`src/itda_pkg.sv`:
```
// ----------------------------------------------------------------------------
// itda_pkg
// Shared types and constants for the integer to decimal ASCII converter.
// ----------------------------------------------------------------------------
package itda_pkg;

  localparam int ValueWidth    = 32;
  localparam int CharWidth     = 8;
  localparam int DigitWidth    = 4;
  localparam int MaxDigits     = 10;
  localparam int DigitIdxWidth = $clog2(MaxDigits);
  localparam int QueueDepth    = 2;

  localparam logic [CharWidth-1:0] CharZero  = 8'd48;
  localparam logic [CharWidth-1:0] CharMinus = 8'd45;

  // floor(x / 10) == (x * RecipTen) >> RecipShift for every 32-bit x.
  localparam logic [ValueWidth-1:0] RecipTen   = 32'hCCCC_CCCD;
  localparam int                    RecipShift = 35;

  typedef struct packed {
    logic                  negative;
    logic [ValueWidth-1:0] magnitude;
  } item_t;

endpackage

```
`src/itda_front.sv`:
```
// ----------------------------------------------------------------------------
// itda_front
// Accepts input transactions, splits each value into sign and magnitude and
// hands the classified item to the queue.
// ----------------------------------------------------------------------------
module itda_front (
  input  logic                                 clk,
  input  logic                                 rst,
  input  logic                                 start,
  input  logic signed [itda_pkg::ValueWidth-1:0] value,
  output logic                                 busy,
  output logic                                 push,
  output itda_pkg::item_t                      push_item,
  input  logic                                 push_ready
);

  logic                             hold_valid;
  itda_pkg::item_t                  hold_item;
  logic [itda_pkg::ValueWidth-1:0]  value_u;
  itda_pkg::item_t                  classified;

  assign value_u               = $unsigned(value);
  assign classified.negative   = value_u[itda_pkg::ValueWidth-1];
  assign classified.magnitude  = classified.negative ?
                                 (~value_u + itda_pkg::ValueWidth'(1)) : value_u;

  assign busy      = hold_valid && !push_ready;
  assign push      = hold_valid;
  assign push_item = hold_item;

  always_ff @(posedge clk) begin
    if (rst) begin
      hold_valid <= 1'b0;
    end else if (start && !busy) begin
      hold_valid <= 1'b1;
    end else if (push_ready) begin
      hold_valid <= 1'b0;
    end
  end

  always_ff @(posedge clk) begin
    if (start && !busy) begin
      hold_item <= classified;
    end
  end

endmodule

```
`config.mk`:
```
export PLATFORM = sky130hd
export DESIGN_NAME = itda_front
export DESIGN_NICKNAME = d
export VERILOG_FILES = /design/src/itda_pkg.sv /design/src/itda_front.sv
export SDC_FILE = /design/constraint.sdc
export NUM_CORES = 1
export LEC_CHECK = 0
export BUFFER_PORTS_ARGS = -buffer_cell sky130_fd_sc_hd__buf_2
export CAP_MARGIN = 40
export CORE_MARGIN = 4
export CORE_UTILIZATION = 52
export CTS_CLUSTER_SIZE = 25
export DETAILED_ROUTE_END_ITERATION = 6
export PLACE_DENSITY = 0.92
export SLEW_MARGIN = 20
export SYNTH_ARGS = -nofsm -noshare
export SYNTH_HDL_FRONTEND = slang
export SYNTH_SLANG_ARGS = --single-unit
export TNS_END_PERCENT = 10
```
`constraint.sdc`:
```
create_clock -name clk -period 4.24 [get_ports clk]
set_input_delay 0 -clock clk [delete_from_list [all_inputs] [get_ports clk]]
set_output_delay 0 -clock clk [all_outputs]
set_load 0.05 [all_outputs]
```
# Word-level counts from Yosys, hierarchy flattened
# Cells that the tools add are included.
[word_totals] input_bits=36 regBits=34 wordCells=14
[op_classes] reduce_logical=5 bitwise=1 mux=3 n_addsub=1
[ops] operator="$add 32x1->32 const B" n=1
[ops] operator="$not 32->32" n=1
[ops] operator="$mux 31" n=1
[ops] operator="$logic_and 1x1->1" n=2
[ops] operator="$logic_not 1->1" n=2
[ops] operator="$mux 1" n=2
[ops] operator="$reduce_bool 2->1" n=1

# Longest topological paths before layout
[depth] depth_word=5 depth_mapped=6

# Worst setup path before layout
# No wires, ideal clock.
[synth_path] kind="flip-flop to flip-flop" from="reg hold_valid, in the netlist push" to="reg hold_item, in the netlist push_item[0] (enable)" stages_incl_launch_ff=3 setup_time_ps=426 arrival_time_ps=2415 synth_period_minus_slack_ps=2842 slack_ps=1398 path_cell_list="dfxtp_1 -> nor2b_1 -> nor2b_1"
[synth_via] elab_chain_cells=3
[synth_lines] item="start: declaration" line_no="itda_front.sv:17" source="logic hold_valid;"
[synth_lines] item="start signal: assignment" line_no="itda_front.sv:33" source="hold_valid <= 1'b0;"
[synth_lines] item="start signal: assignment" line_no="itda_front.sv:35" source="hold_valid <= 1'b1;"
[synth_lines] item="start signal: assignment" line_no="itda_front.sv:37" source="hold_valid <= 1'b0;"
[synth_lines] item="$logic_and 1x1->1" line_no="itda_front.sv:27" source="assign busy = hold_valid && !push_ready;"
[synth_lines] item="named net busy" line_no="itda_front.sv:11" source="output logic busy,"
[synth_lines] item="$logic_not 1->1" line_no="itda_front.sv:42" source="if (start && !busy) begin"
[synth_lines] item="$logic_and 1x1->1" line_no="itda_front.sv:42"
[synth_lines] item="end signal: assignment" line_no="itda_front.sv:43" source="hold_item <= classified;"
[synth_lines] item="end: declaration" line_no="itda_front.sv:18" source="itda_pkg::item_t hold_item;"
# The timed path passes the listed nets, and every way through them passes these cells.
# A chain may end at the register's enable or synchronous reset.

==> results.tsv <==
metric	value	unit
outcome	completed	
Final min period	2.21	ns
DRC Markers	0	
Core Box Area	3360	um2
part of the power in registers	50.7	%
final hold slack	0.00647	ns
Clock Sink Count	34	
slowest stage delay, CP	0.56	ns
antenna cell count	0	
post-synthesis instance total	148	
drt total wl	4530	um
die area	4500	um2
Final Util	73.4	%
Net Count, Synth	186	
Gate power share	28.1	%
Netlist cell types	32	
crit path from	value[5]	
IO buf count	70	
GPL Wtd Cong	0.857	
HP Start	value[26]	
overall power	0.000806	W
Clock Skew	0.00950	ns
worst skew pair latency	0.35	ns
CP Capture Type	register	
clk buf depth	2	
Critical R2R Launch	push	
Yosys warning count	0	
met3 wire length	461	um
Mean Syn Cell Area	12.3	um2
HP Class	primary input to register	
Rel. slew slack	49.2	%
pin count of the biggest net entering global routing	34	
sequential fraction of the synthesis area	55.7	%
FMAX	451	MHz
Setup TNS	0	ns
DR pass1 iterations	4	
Critical Path Source Type	primary input	
Crit path max-delay family	simple AND/OR/NAND/NOR gates	
uppermost layer routed	met4	
switching share of power	33.6	%
routed wire length per instance	15.6	um
arrival time of the worst setup path	2.30	ns
grt total ovfl	0	
Via-to-Cell Ratio	5.57	
CTS tree	yes	
WL met2	2310	um
measured slew at the worst slew-check pin	0.755	ns
fin crit share	52.2	%
Area Growth Syn to Fin	36.1	%
CP required	4.33	ns
final setup fails	0	
Resized Gates After CTS	0	
Num CTS Buffers	5	
Die X	67.1	um
number of core rows	21	
Initial Utilization	53.9	%
Power Dens Cells	326	nW/um2
CP Class	primary input to register	
GRT Util Overall	22.2	%
most common cell after layout, fill and taps aside	buf_2	
Final Hold Viols	0	
Clk pin slew, worst setup/hold paths	0.09	ns
static leakage	0.955	nW
Crit path buffers/inverters	2	
Sw Pwr	0.000271	W
Ports	71	
#FFs+latches synth	34	
DP HPWL	3110	um
first-pass GRT wire length	7270	um
routed length on met1	1620	um
largest fanout on the critical path	4	
H-tree depth	2	
internal cell power	0.000535	W
max-slew violation count	0	
Max Cap Viol	0	
layout cells sized above 1	34.8	%
Max VDD drop	194	uV
initial DRC count	157	
pre-CTS worst setup slack	2.26	ns
Synth Cell Area	1810	um2
DR vias	1615	
cells along the critical path	dlygate4sd3_1 > buf_2 > or4_4 > or3_1 > o41ai_1 > xnor2_1	
clock share of power	21.1	%
die height	67.1	um
antenna violations before repair	0	
Crit-path slowest cell	or4_4	
post-route worst setup slack	2.03	ns
Root Driver	clkbuf_4	
number of global-route vias before repair	1591	
Nets	281	
RSZ-0062 raised after global routing	no	
commonest cells after routing, fill and taps aside	buf_2 (70), edfxtp_1 (33), xnor2_1 (24), dlygate4sd3_1 (21), nand2_1 (9)	
ANT nets after route	0	
## worst reg2reg max path: cells and delay by family, from the launching register on
| family | cells | cell delay (ns) |
|---|---|---|
| buffers and inverters | 1 | 0.54 |
| AND/OR/NAND/NOR | 3 | 0.36 |
| flip-flops | 1 | 0.34 |
## flip-flops by register name, summed over array words and instances (netlist names)
register,flops
push_item,33
push,1
## path summary, 6_finish.rpt
path / endpoint / slack (ns) / depth (start not counted)
min: push_item[26] / 0.006 / 2
max: push_item[28] / 2.03 / 6
min reg2reg: push_item[0] / 1.07 / 3
max reg2reg: push / 2.94 / 4
## timing repair
item | CTS | global route
hold endpoints to repair | 19 | 1
hold buffers | 20 | 1
setup buffers | 0 | 0
## metal layers
| metal | track usage [%] | up-vias |
|---|---|---|
| met5 | 0 | - |
| li1 | - | 760 |
| met4 | 12.9 | 0 |
| met3 | 5.73 | 18 |
| met1 | 24.4 | 736 |
| met2 | 38.3 | 101 |
## through the flow
step,instance area [um2],std cells
after global routing,2470,290
after global placement,2210,261
after floorplan,1810,148
final,2470,290
after detailed placement,2210,261
after CTS,2460,289
## power groups by stage
stage	logic, W	clock network, W	registers (W)
final	0.000227	0.000170	0.000409
after detailed placement	0.000210	0	0.000417
after CTS	0.000225	0.000172	0.000409
after floorplan	0.0000543	0	0.000510
after global routing	0.000241	0.000191	0.000411
after global placement	0.000207	0	0.000416
## cells by family (layout without fill, tap and decap cells)
group | after synthesis | after routing | share of synthesized area (%)
AO/OA/AOI/OAI | 26 | 26 | 11.2
XOR/XNOR | 29 | 29 | 14.0
adder cells (fa/ha/maj) | 2 | 2 | 1.38
buffers and inverters | 7 | 103 | 1.86
flip-flops | 34 | 34 | 55.7
AND/OR/NAND/NOR | 50 | 50 | 15.8
## synthesized netlist by cell type (all sizes together)
| master | number | area share, % |
|---|---|---|
| nor3 | 6 | 1.7 |
| nand3 | 1 | 0.28 |
| buf | 2 | 0.83 |
| o31ai | 6 | 2.5 |
| clkbuf | 2 | 0.41 |
| dfxtp | 1 | 1.1 |
| and2 | 1 | 0.35 |
| nand2b | 3 | 1.0 |
| xor2 | 5 | 2.4 |
| nor2b | 2 | 0.69 |
| inv | 3 | 0.62 |
| and4b | 1 | 0.55 |
| o21ai | 8 | 2.2 |
| nand4b | 1 | 0.48 |
| nor2 | 7 | 1.4 |
| a31oi | 5 | 1.7 |
| nand2 | 9 | 1.9 |
| xnor2 | 24 | 12 |
| ha | 2 | 1.4 |
| or4b | 1 | 0.55 |
| nor4 | 7 | 2.4 |
| or3 | 3 | 1.0 |
| or4 | 4 | 2.1 |
| edfxtp | 33 | 55 |
| and3 | 1 | 0.35 |
| nand4 | 1 | 0.35 |
| o41ai | 7 | 4.8 |
| or2 | 2 | 0.69 |
## layout make-up
type                    count  area (um2)
fillers                   221         893
clock inverters             2        8.76
flip-flops and latches     34        1010
well taps                  46        57.6
inverters                   3        11.3
multi-input cells         107         772
clock buffers               6        41.3
repair buffers             92         568
(Power assumes the default switching activity.)
