## src/itda_pkg.sv

```systemverilog
// ----------------------------------------------------------------------------
// itda_pkg
// Shared types and constants for the integer to decimal ASCII converter.
// ----------------------------------------------------------------------------
package itda_pkg;

  localparam int ValueWidth    = 32;
  localparam int CharWidth     = 8;
  localparam int DigitWidth    = 4;
  localparam int MaxDigits     = 10;
  localparam int DigitIdxWidth = $clog2(MaxDigits);
  localparam int QueueDepth    = 2;

  localparam logic [CharWidth-1:0] CharZero  = 8'd48;
  localparam logic [CharWidth-1:0] CharMinus = 8'd45;

  // floor(x / 10) == (x * RecipTen) >> RecipShift for every 32-bit x.
  localparam logic [ValueWidth-1:0] RecipTen   = 32'hCCCC_CCCD;
  localparam int                    RecipShift = 35;

  typedef struct packed {
    logic                  negative;
    logic [ValueWidth-1:0] magnitude;
  } item_t;

endpackage

```

## src/itda_queue.sv

```systemverilog
// ----------------------------------------------------------------------------
// itda_queue
// Short first-in first-out queue of classified items between the front and
// the back of the converter.
// ----------------------------------------------------------------------------
module itda_queue #(
  parameter int DEPTH = itda_pkg::QueueDepth
) (
  input  logic            clk,
  input  logic            rst,
  input  logic            push,
  input  itda_pkg::item_t push_item,
  output logic            push_ready,
  input  logic            pop,
  output itda_pkg::item_t pop_item,
  output logic            not_empty
);

  localparam int PtrWidth   = $clog2(DEPTH);
  localparam int CountWidth = $clog2(DEPTH + 1);

  itda_pkg::item_t         entries [DEPTH];
  logic [PtrWidth-1:0]     wr_ptr;
  logic [PtrWidth-1:0]     rd_ptr;
  logic [CountWidth-1:0]   count;
  logic                    do_push;
  logic                    do_pop;

  assign push_ready = (count != CountWidth'(DEPTH));
  assign not_empty  = (count != '0);
  assign pop_item   = entries[rd_ptr];
  assign do_push    = push && push_ready;
  assign do_pop     = pop && not_empty;

  always_ff @(posedge clk) begin
    if (rst) begin
      wr_ptr <= '0;
      rd_ptr <= '0;
      count  <= '0;
    end else begin
      if (do_push) begin
        wr_ptr <= (wr_ptr == PtrWidth'(DEPTH - 1)) ? '0 : wr_ptr + PtrWidth'(1);
      end
      if (do_pop) begin
        rd_ptr <= (rd_ptr == PtrWidth'(DEPTH - 1)) ? '0 : rd_ptr + PtrWidth'(1);
      end
      if (do_push && !do_pop) begin
        count <= count + CountWidth'(1);
      end else if (do_pop && !do_push) begin
        count <= count - CountWidth'(1);
      end
    end
  end

  always_ff @(posedge clk) begin
    if (do_push) begin
      entries[wr_ptr] <= push_item;
    end
  end

endmodule

```

## config.mk

```make
export PLATFORM = sky130hd
export DESIGN_NAME = itda_queue
export DESIGN_NICKNAME = d
export VERILOG_FILES = /design/src/itda_pkg.sv /design/src/itda_queue.sv
export SDC_FILE = /design/constraint.sdc
export NUM_CORES = 1
export LEC_CHECK = 0
export BUFFER_PORTS_ARGS = -buffer_cell sky130_fd_sc_hd__buf_2
export CAP_MARGIN = 0
export CORE_MARGIN = 1
export CORE_UTILIZATION = 30
export CTS_BUF_LIST = sky130_fd_sc_hd__clkbuf_16
export CTS_CLUSTER_DIAMETER = 60
export CTS_CLUSTER_SIZE = 28
export DETAILED_ROUTE_END_ITERATION = 7
export HOLD_SLACK_MARGIN = 0.03
export PLACE_DENSITY = 0.61
export SYNTH_ARGS = -nofsm -noshare
export SYNTH_HDL_FRONTEND = slang
export SYNTH_SLANG_ARGS = --single-unit
```

## constraint.sdc

```tcl
create_clock -name clk -period 3.4 [get_ports clk]
set_input_delay 0.17 -clock clk [delete_from_list [all_inputs] [get_ports clk]]
set_output_delay 0.17 -clock clk [all_outputs]
set_load 0.005 [all_outputs]
```

# Word level (Yosys, flattened, before mapping)
# Memory sizes are Yosys's and may differ from the RTL's. A register that Yosys moved wholly into a read port is not among the register bits.
# Cells that the tools add are included.
word_totals:
  reg_bits: 4
  ram_bits: 66
  output_inout_bits: 35
  word_cells: 25
  memories: 1
classes:
  add_sub_neg: 4
  n_eq_ne: 1
  muxes: 8
  n_reduce_logical: 8
memory_table:
  columns: ["memory", "words", "width", "read_ports", "rd_clocked_by_memory_dff", "write_ports", "line", "text"]
  rows:
  - ["entries", 2, 33, 1, 1, 1, "itda_queue.sv:22", "itda_pkg::item_t entries [DEPTH];"]
ops:
  columns: ["operator", "n"]
  rows:
  - ["$mux 1", 6]
  - ["$logic_and 1x1->1", 4]
  - ["$mux 2", 2]
  - ["$reduce_bool 2->1", 2]
  - ["$add 1x1->1 const B", 2]
  - ["$add 2x1->2 const B", 1]
  - ["$logic_not 1->1", 2]
  - ["$ne 2x2->1 const B", 1]
  - ["$sub 2x1->2 const B", 1]

# Logic depth before layout (Yosys ltp)
# Gate-level depths: netlist of run 1.
logic_depth:
  ltp_word: 6
  depth_mapped: 6
  ltp_nobuf: 6

# Worst setup path after synthesis of run 1
# Ideal clock, no wire load.
synth_timing:
  path_type: "reg2reg"
  start: "register count[0]"
  end: "memory entries[1][0] (netlist name), enable pin"
  setup_time_ns: 0.393
  arrival_time_ns: 1.449
  t_required_ns: 3.007
  path_slack_ns: 1.558
  stages_incl_launch_ff: 3
  cell_sequence: "dfxtp_1 nand2b_1 and3_1"
synth_via:
  elab_chain_len: 4
synth_rtl:
  columns: ["item", "line", "text"]
  rows:
  - ["start: declaration", "itda_queue.sv:25", "logic [CountWidth-1:0] count;"]
  - ["start signal: assignment", "itda_queue.sv:48", "count <= count + CountWidth'(1);"]
  - ["start signal: assignment", "itda_queue.sv:50", "count <= count - CountWidth'(1);"]
  - ["$ne 2x2->1", "itda_queue.sv:29", "assign push_ready = (count != CountWidth'(DEPTH));"]
  - ["named net push_ready", "itda_queue.sv:13", "output logic push_ready,"]
  - ["$logic_and 1x1->1", "itda_queue.sv:32", "assign do_push = push && push_ready;"]
  - ["$mux 1", "itda_queue.sv:56", "if (do_push) begin"]
  - ["$mux 1 (not written as such)", "itda_queue.sv:57", "entries[wr_ptr] <= push_item;"]
  - ["end: declaration", "itda_queue.sv:22", null]
# The timed path passes the listed nets, and every way through them passes these cells.

==> reports/metrics.cfg, run 1 <==
[worst_setup_path]
critPathLaunchType=register
path_buf_inv=2
worst_setup_path_end_kind=output port
worstPathMaxFanout=18
max_stage_delay_ns=0.77
cp.arrival_ns=2.00
critPathTopFamily=flip-flops
cp_slowest_cell=dfxtp_1
cp_data_required_time_ns=3.23
crit_chain=buf_4 -> mux2_2 -> buf_2
worstSetupPathType=register to output port

[layout]
syn2layout_area_growth_pct=41.0
final_nets=269
diodes=0
utilization_pct=44.1
drive_gt1_share_pct=53.4
nFillCells=724

[clocking]
cts_max_path_buffers=2
cts_root_buffer=clkbuf_16
clk_latency_ns=0.32
tritoncts=yes
cts_buffers=9
htree_num_levels=3
cts.sinks=71
post_cts.repair.setup_buffers=0
clkTransAtPathRegs_ns=0.06

[route]
drc=0
num_vias=1463
drtIter0Drc=68
wl_mm=4.63
wl_per_cell_um=13.6
vias_per_cell=4.29
first_pass_iters=4
drtAntennaViolNets=0

[sta]
finalSetupViolations=0
final.min_clock_period_ns=2.17
relSlewSlack_pct=52.0
fmax_ghz=0.460
whs_ns=0.0429
slew_violations=0
post-route-period-util_pct=63.9
finalHoldViolations=0
fin_setup_tns_ns=0
tightest_slew_ns=0.720
grt_setup_unrepaired=no
layout_setup_ws_ns=1.23
fin_skew_ns=0.00403

[floorplan]
die_w_um=95.0
ioPinCount=72
row_count=33
dieArea_um2=9030
start_util_pct=31.3
fp.dieH_um=95.0
core_um2=8300

[logic_synthesis]
synth.distinct_cells=17
synthCells=127
ys_warn_count=0
syn_area_um2=2600
synth_seq_area_share_pct=80.2
synth.avg_cell_area_um2=20.4
ys_ff_latch=71
syn_nets=165

[global_route]
grt_util_all_layers_pct=11.1
grt-ovfl-total=0
grt_max_degree=22
grt_pass1_vias=1517
grt_pass1_wl_mm=7.16
grt_antenna_before_repair=0

[place]
post-place-ws_ns=1.44
gp_congestion=0.658
io_buffers=71
hpwl_mm=3.03

[power_and_ir_drop]
max-vdd-ir-drop_mv=0.335
p_total_uw=2750
p_leak_uw=0.00139
pwr_density_cell_nw_per_um2=750

[status]
status=completed

[min_path]
holdCritPathClass=input port to register

[run]
cap_viol_max_count=0

timing repair:
item	in CTS	in global routing
hold buffers	22	0
resized for setup	0	0
endpoints found under the hold margin	44	0
worst register-to-register path: cells and delay by family, from the launching register on:
kind,cells,cell delay [ns]
AND/OR/NAND/NOR,2,0.78
flip-flops,1,0.39
buffers and inverters,1,0.43
cells in the mapped netlist:
library cell / number / area [µm²]
o21ai_0: 2 / 10.0
inv_1: 1 / 3.75
or2_2: 1 / 6.26
buf_2: 4 / 20.0
nor2_1: 3 / 11.3
xor2_1: 3 / 26.3
a21bo_2: 1 / 10.0
nand2b_1: 1 / 6.26
nand3b_1: 1 / 7.51
edfxtp_1: 66 / 1980
a21oi_1: 2 / 10.0
or3_1: 1 / 6.26
dfxtp_1: 5 / 100
mux2_2: 33 / 372
and3_1: 1 / 6.26
ha_1: 1 / 12.5
and2_1: 1 / 6.26
report_power, final:
part | internal (µW) | switching, µW | total (µW)
Clock | 717 | 340 | 1060
Combinational | 296 | 240 | 536
Sequential | 1100 | 58.1 | 1150
Total | 2110 | 639 | 2750
registers in the layout, summed over array words and instances (netlist names), named ones only:
signal and cells:
entries 66, count 2, rd_ptr 1, wr_ptr 1
final timing paths:
path | endpoint | slack (ns) | depth (start not counted) | startpoint
max | pop_item[21] | 1.23 | 3 | register
min | entries[1][2]$_DFFE_PP_ | 0.04 | 1 | push_item[2]
max reg2reg | entries[1][9]$_DFFE_PP_ | 1.46 | 3 | count[0]$_SDFFE_PP0P_
min reg2reg | register | 0.51 | 2 | rd_ptr$_SDFFE_PP0P_
routing by layer:
metal | part of all wire [%] | global-route usage (%)
met1 | 44 | 13.3
met2 | 48 | 18.0
met3 | 6.8 | 4.70
met4 | 1.1 | 4.17
met5 | 0 | 0
cells in the final DEF, fill, tap and decap left out, drive strengths merged, types with 2 or more instances in the layout:
cell         instances
a21oi                2
buf                 75
bufinv               3
clkbuf               9
clkinvlp             3
dfxtp                5
dlygate4sd3         22
edfxtp              66
mux2                33
nor2                 3
o21ai                2
xor2                 3
per-stage QoR:
stage	std cells	instance area [µm²]
finish	341	3660
floorplan	127	2600
global placement	303	3090
global route	341	3660
CTS	341	3660
detailed placement	303	3090
cells by family (layout without fill, tap and decap cells):
group	Yosys count	after routing	synth area share (%)
and+or+nand+nor	9	9	1.93
AOI/OAI and AO/OA	5	5	1.16
muxes	33	33	14.3
buffers and inverters	5	114	0.916
xor gates and xnor gates	3	3	1.01
DFF	71	71	80.2
adders and majority gates	1	1	0.482
final cells by class:
cell class | instances | area [µm²] | share of cell area (%)
tap | 105 | 131 | 3.59
multi-input combinational | 51 | 490 | 13.4
timing repair buffer | 97 | 606 | 16.5
clock buffer | 9 | 225 | 6.15
clock inverter | 7 | 121 | 3.32
inverter | 1 | 3.75 | 0.103
sequential | 71 | 2080 | 56.9
No activity file was read; power rests on OpenSTA's default activity.
==> run 2: changes to the inputs <==
- PLACE_DENSITY: 0.61 -> 0.63
- clock period: 3.4 -> 1.7 ns (I/O delays scaled with it)
==> run 2 against run 1 <==
Total power grew 96%. Die area is the same. Clock skew grew 0.0047 ns. Clock power grew 82%. Flip-flop and latch count is the same. Final area grew 3.5%. Sequential share of layout area shrank 1.9 points. Combinational power grew 120%. Critical endpoint is now count[1]$_SDFFE_PP0P_. Cell count grew 3.8%. Highest routed layer unchanged. Global-route usage shrank 0.37 points.
==> reports/metrics.cfg, run 2 (same netlist as run 1, synthesis figures left out) <==
[floorplan]
die_w_um=95.0
dieArea_um2=9030
ioPinCount=72
start_util_pct=31.3
fp.dieH_um=95.0
row_count=33
core_um2=8300

[global_route]
grt_max_degree=34
grt_antenna_before_repair=0
grt_pass1_vias=1558
grt_util_all_layers_pct=10.8
grt-ovfl-total=0
grt_pass1_wl_mm=6.94

[sta]
fin_setup_tns_ns=0
fmax_ghz=0.613
finalSetupViolations=0
relSlewSlack_pct=79.9
post-route-period-util_pct=96.0
final.min_clock_period_ns=1.63
finalHoldViolations=0
layout_setup_ws_ns=0.0678
grt_setup_unrepaired=no
tightest_slew_ns=0.299
slew_violations=0
fin_skew_ns=0.00876

[min_path]
holdCritPathClass=input port to register
hold_depth=3
holdPathEnd=wr_ptr$_SDFFE_PP0P_
hp-start=push

[run]
cap_viol_max_count=0

[status]
status=completed

[layout]
largest_reg_flops=66
diodes=0
largestRegisters=entries (66), count (2)
drive_gt1_share_pct=51.4
syn2layout_area_growth_pct=45.9
regMostFlops=entries
final_nets=282
final_cell_mix=buf_2 (71), edfxtp_1 (66), dlygate4sd3_1 (34), mux2_2 (33), clkbuf_16 (9)
postLayoutCellArea_um2=3790
layout_commonest_cell=buf_2

[clocking]
clk_latency_ns=0.32
post_cts.repair.setup_buffers=0
clkTransAtPathRegs_ns=0.06
tritoncts=yes
cts_max_path_buffers=2
htree_num_levels=3
cts_buffers=9
cts.sinks=71
cts_root_buffer=clkbuf_16

[route]
first_pass_iters=4
wl_mm=4.43
drc=0
wl_per_cell_um=12.5
drtAntennaViolNets=0
vias_per_cell=4.21
num_vias=1490
drtIter0Drc=40

[worst_setup_path]
worstPathMaxFanout=5
reg2reg_depth=5
r2r_start=count[0]$_SDFFE_PP0P_
worst_setup_path_end_kind=register
rr_endpoint=count[1]$_SDFFE_PP0P_
reg2reg_slack_ns=0.07
cp_data_required_time_ns=1.95
cp.arrival_ns=1.88
worstSetupPathType=register to register
critPathLaunchType=register

[power_and_ir_drop]
pwr_density_cell_nw_per_um2=1420
p_leak_uw=0.00145
max-vdd-ir-drop_mv=0.839

[place]
post-place-ws_ns=0.0865
gp_congestion=0.675
io_buffers=71
placed_area_um2=3130
hpwl_mm=2.79

==> run 2: cell types whose count changed in the layout (fill, tap and decap cells not counted), sizes merged <==
cell,previous run,this run
dlygate4sd3,22,34
clkinv,1,3
clkinvlp,3,1
buf,75,76
bufinv,3,2
inv,1,2
==> run 2: final cells by class <==
type	count	area, µm²
clock buffer	9	225
clock inverter	7	90.1
fill	699	4510
inverter	1	7.51
multi-input combinational	51	494
sequential	71	2080
tap	105	131
timing repair buffer	110	758
==> run 2: routing by layer <==
metal / wire length, µm / share of wire (%) / up-vias / track usage (%)
met4: 79 / 1.8 / 0 / 6.82
li1: - / - / 725 / -
met5: 0 / 0 / - / 0
met3: 265 / 6.0 / 7 / 4.15
met1: 1910 / 43 / 711 / 11.9
met2: 2170 / 49 / 47 / 17.4
==> run 2: worst max path at each step <==
stage	startpoint	endpoint	slack (ns)	cells after the start
4_1_cts	count[0]$_SDFFE_PP0P_	count[1]$_SDFFE_PP0P_	0.07	5
6_report	count[0]$_SDFFE_PP0P_	count[1]$_SDFFE_PP0P_	0.07	5
5_1_grt	count[0]$_SDFFE_PP0P_	count[1]$_SDFFE_PP0P_	0.002	5
3_3_place_gp	count[0]$_SDFFE_PP0P_	count[1]$_SDFFE_PP0P_	0.14	5
2_1_floorplan	count[0]$_SDFFE_PP0P_	entries[0][0]$_DFFE_PP_	0.15	3
3_5_place_dp	count[0]$_SDFFE_PP0P_	count[1]$_SDFFE_PP0P_	0.09	5
==> run 2: power by group <==
| group | internal, µW | total (µW) | switching (µW) |
|---|---|---|---|
| Clock | 1270 | 1930 | 659 |
| Combinational | 649 | 1190 | 537 |
| Sequential | 2190 | 2260 | 69.7 |
| Total | 4110 | 5380 | 1270 |
==> run 2: through the flow <==
stage	util (%)	std cells	total power (µW)	hold slack, ns
2_1_floorplan	-	127	2950	0.154
3_3_place_gp	37.7	304	3420	0.272
3_5_place_dp	37.7	304	3430	0.278
4_1_cts	45.6	354	5440	0.0853
5_1_grt	45.7	354	5630	0.108
6_report	45.7	354	5380	0.0974
==> run 2: critical path: stages, from the launching register on <==
cell and delay [ns]:
dfxtp_1 0.35, nand2b_2 0.22, and2_1 0.17, ha_1 0.32, or3_1 0.36, a21oi_1 0.15
==> run 2: repair_timing <==
action,4_1_cts,5_1_grt
hold buffers,34,0
resized for setup,0,1
hold endpoints to repair,71,0
setup endpoints to repair,0,1
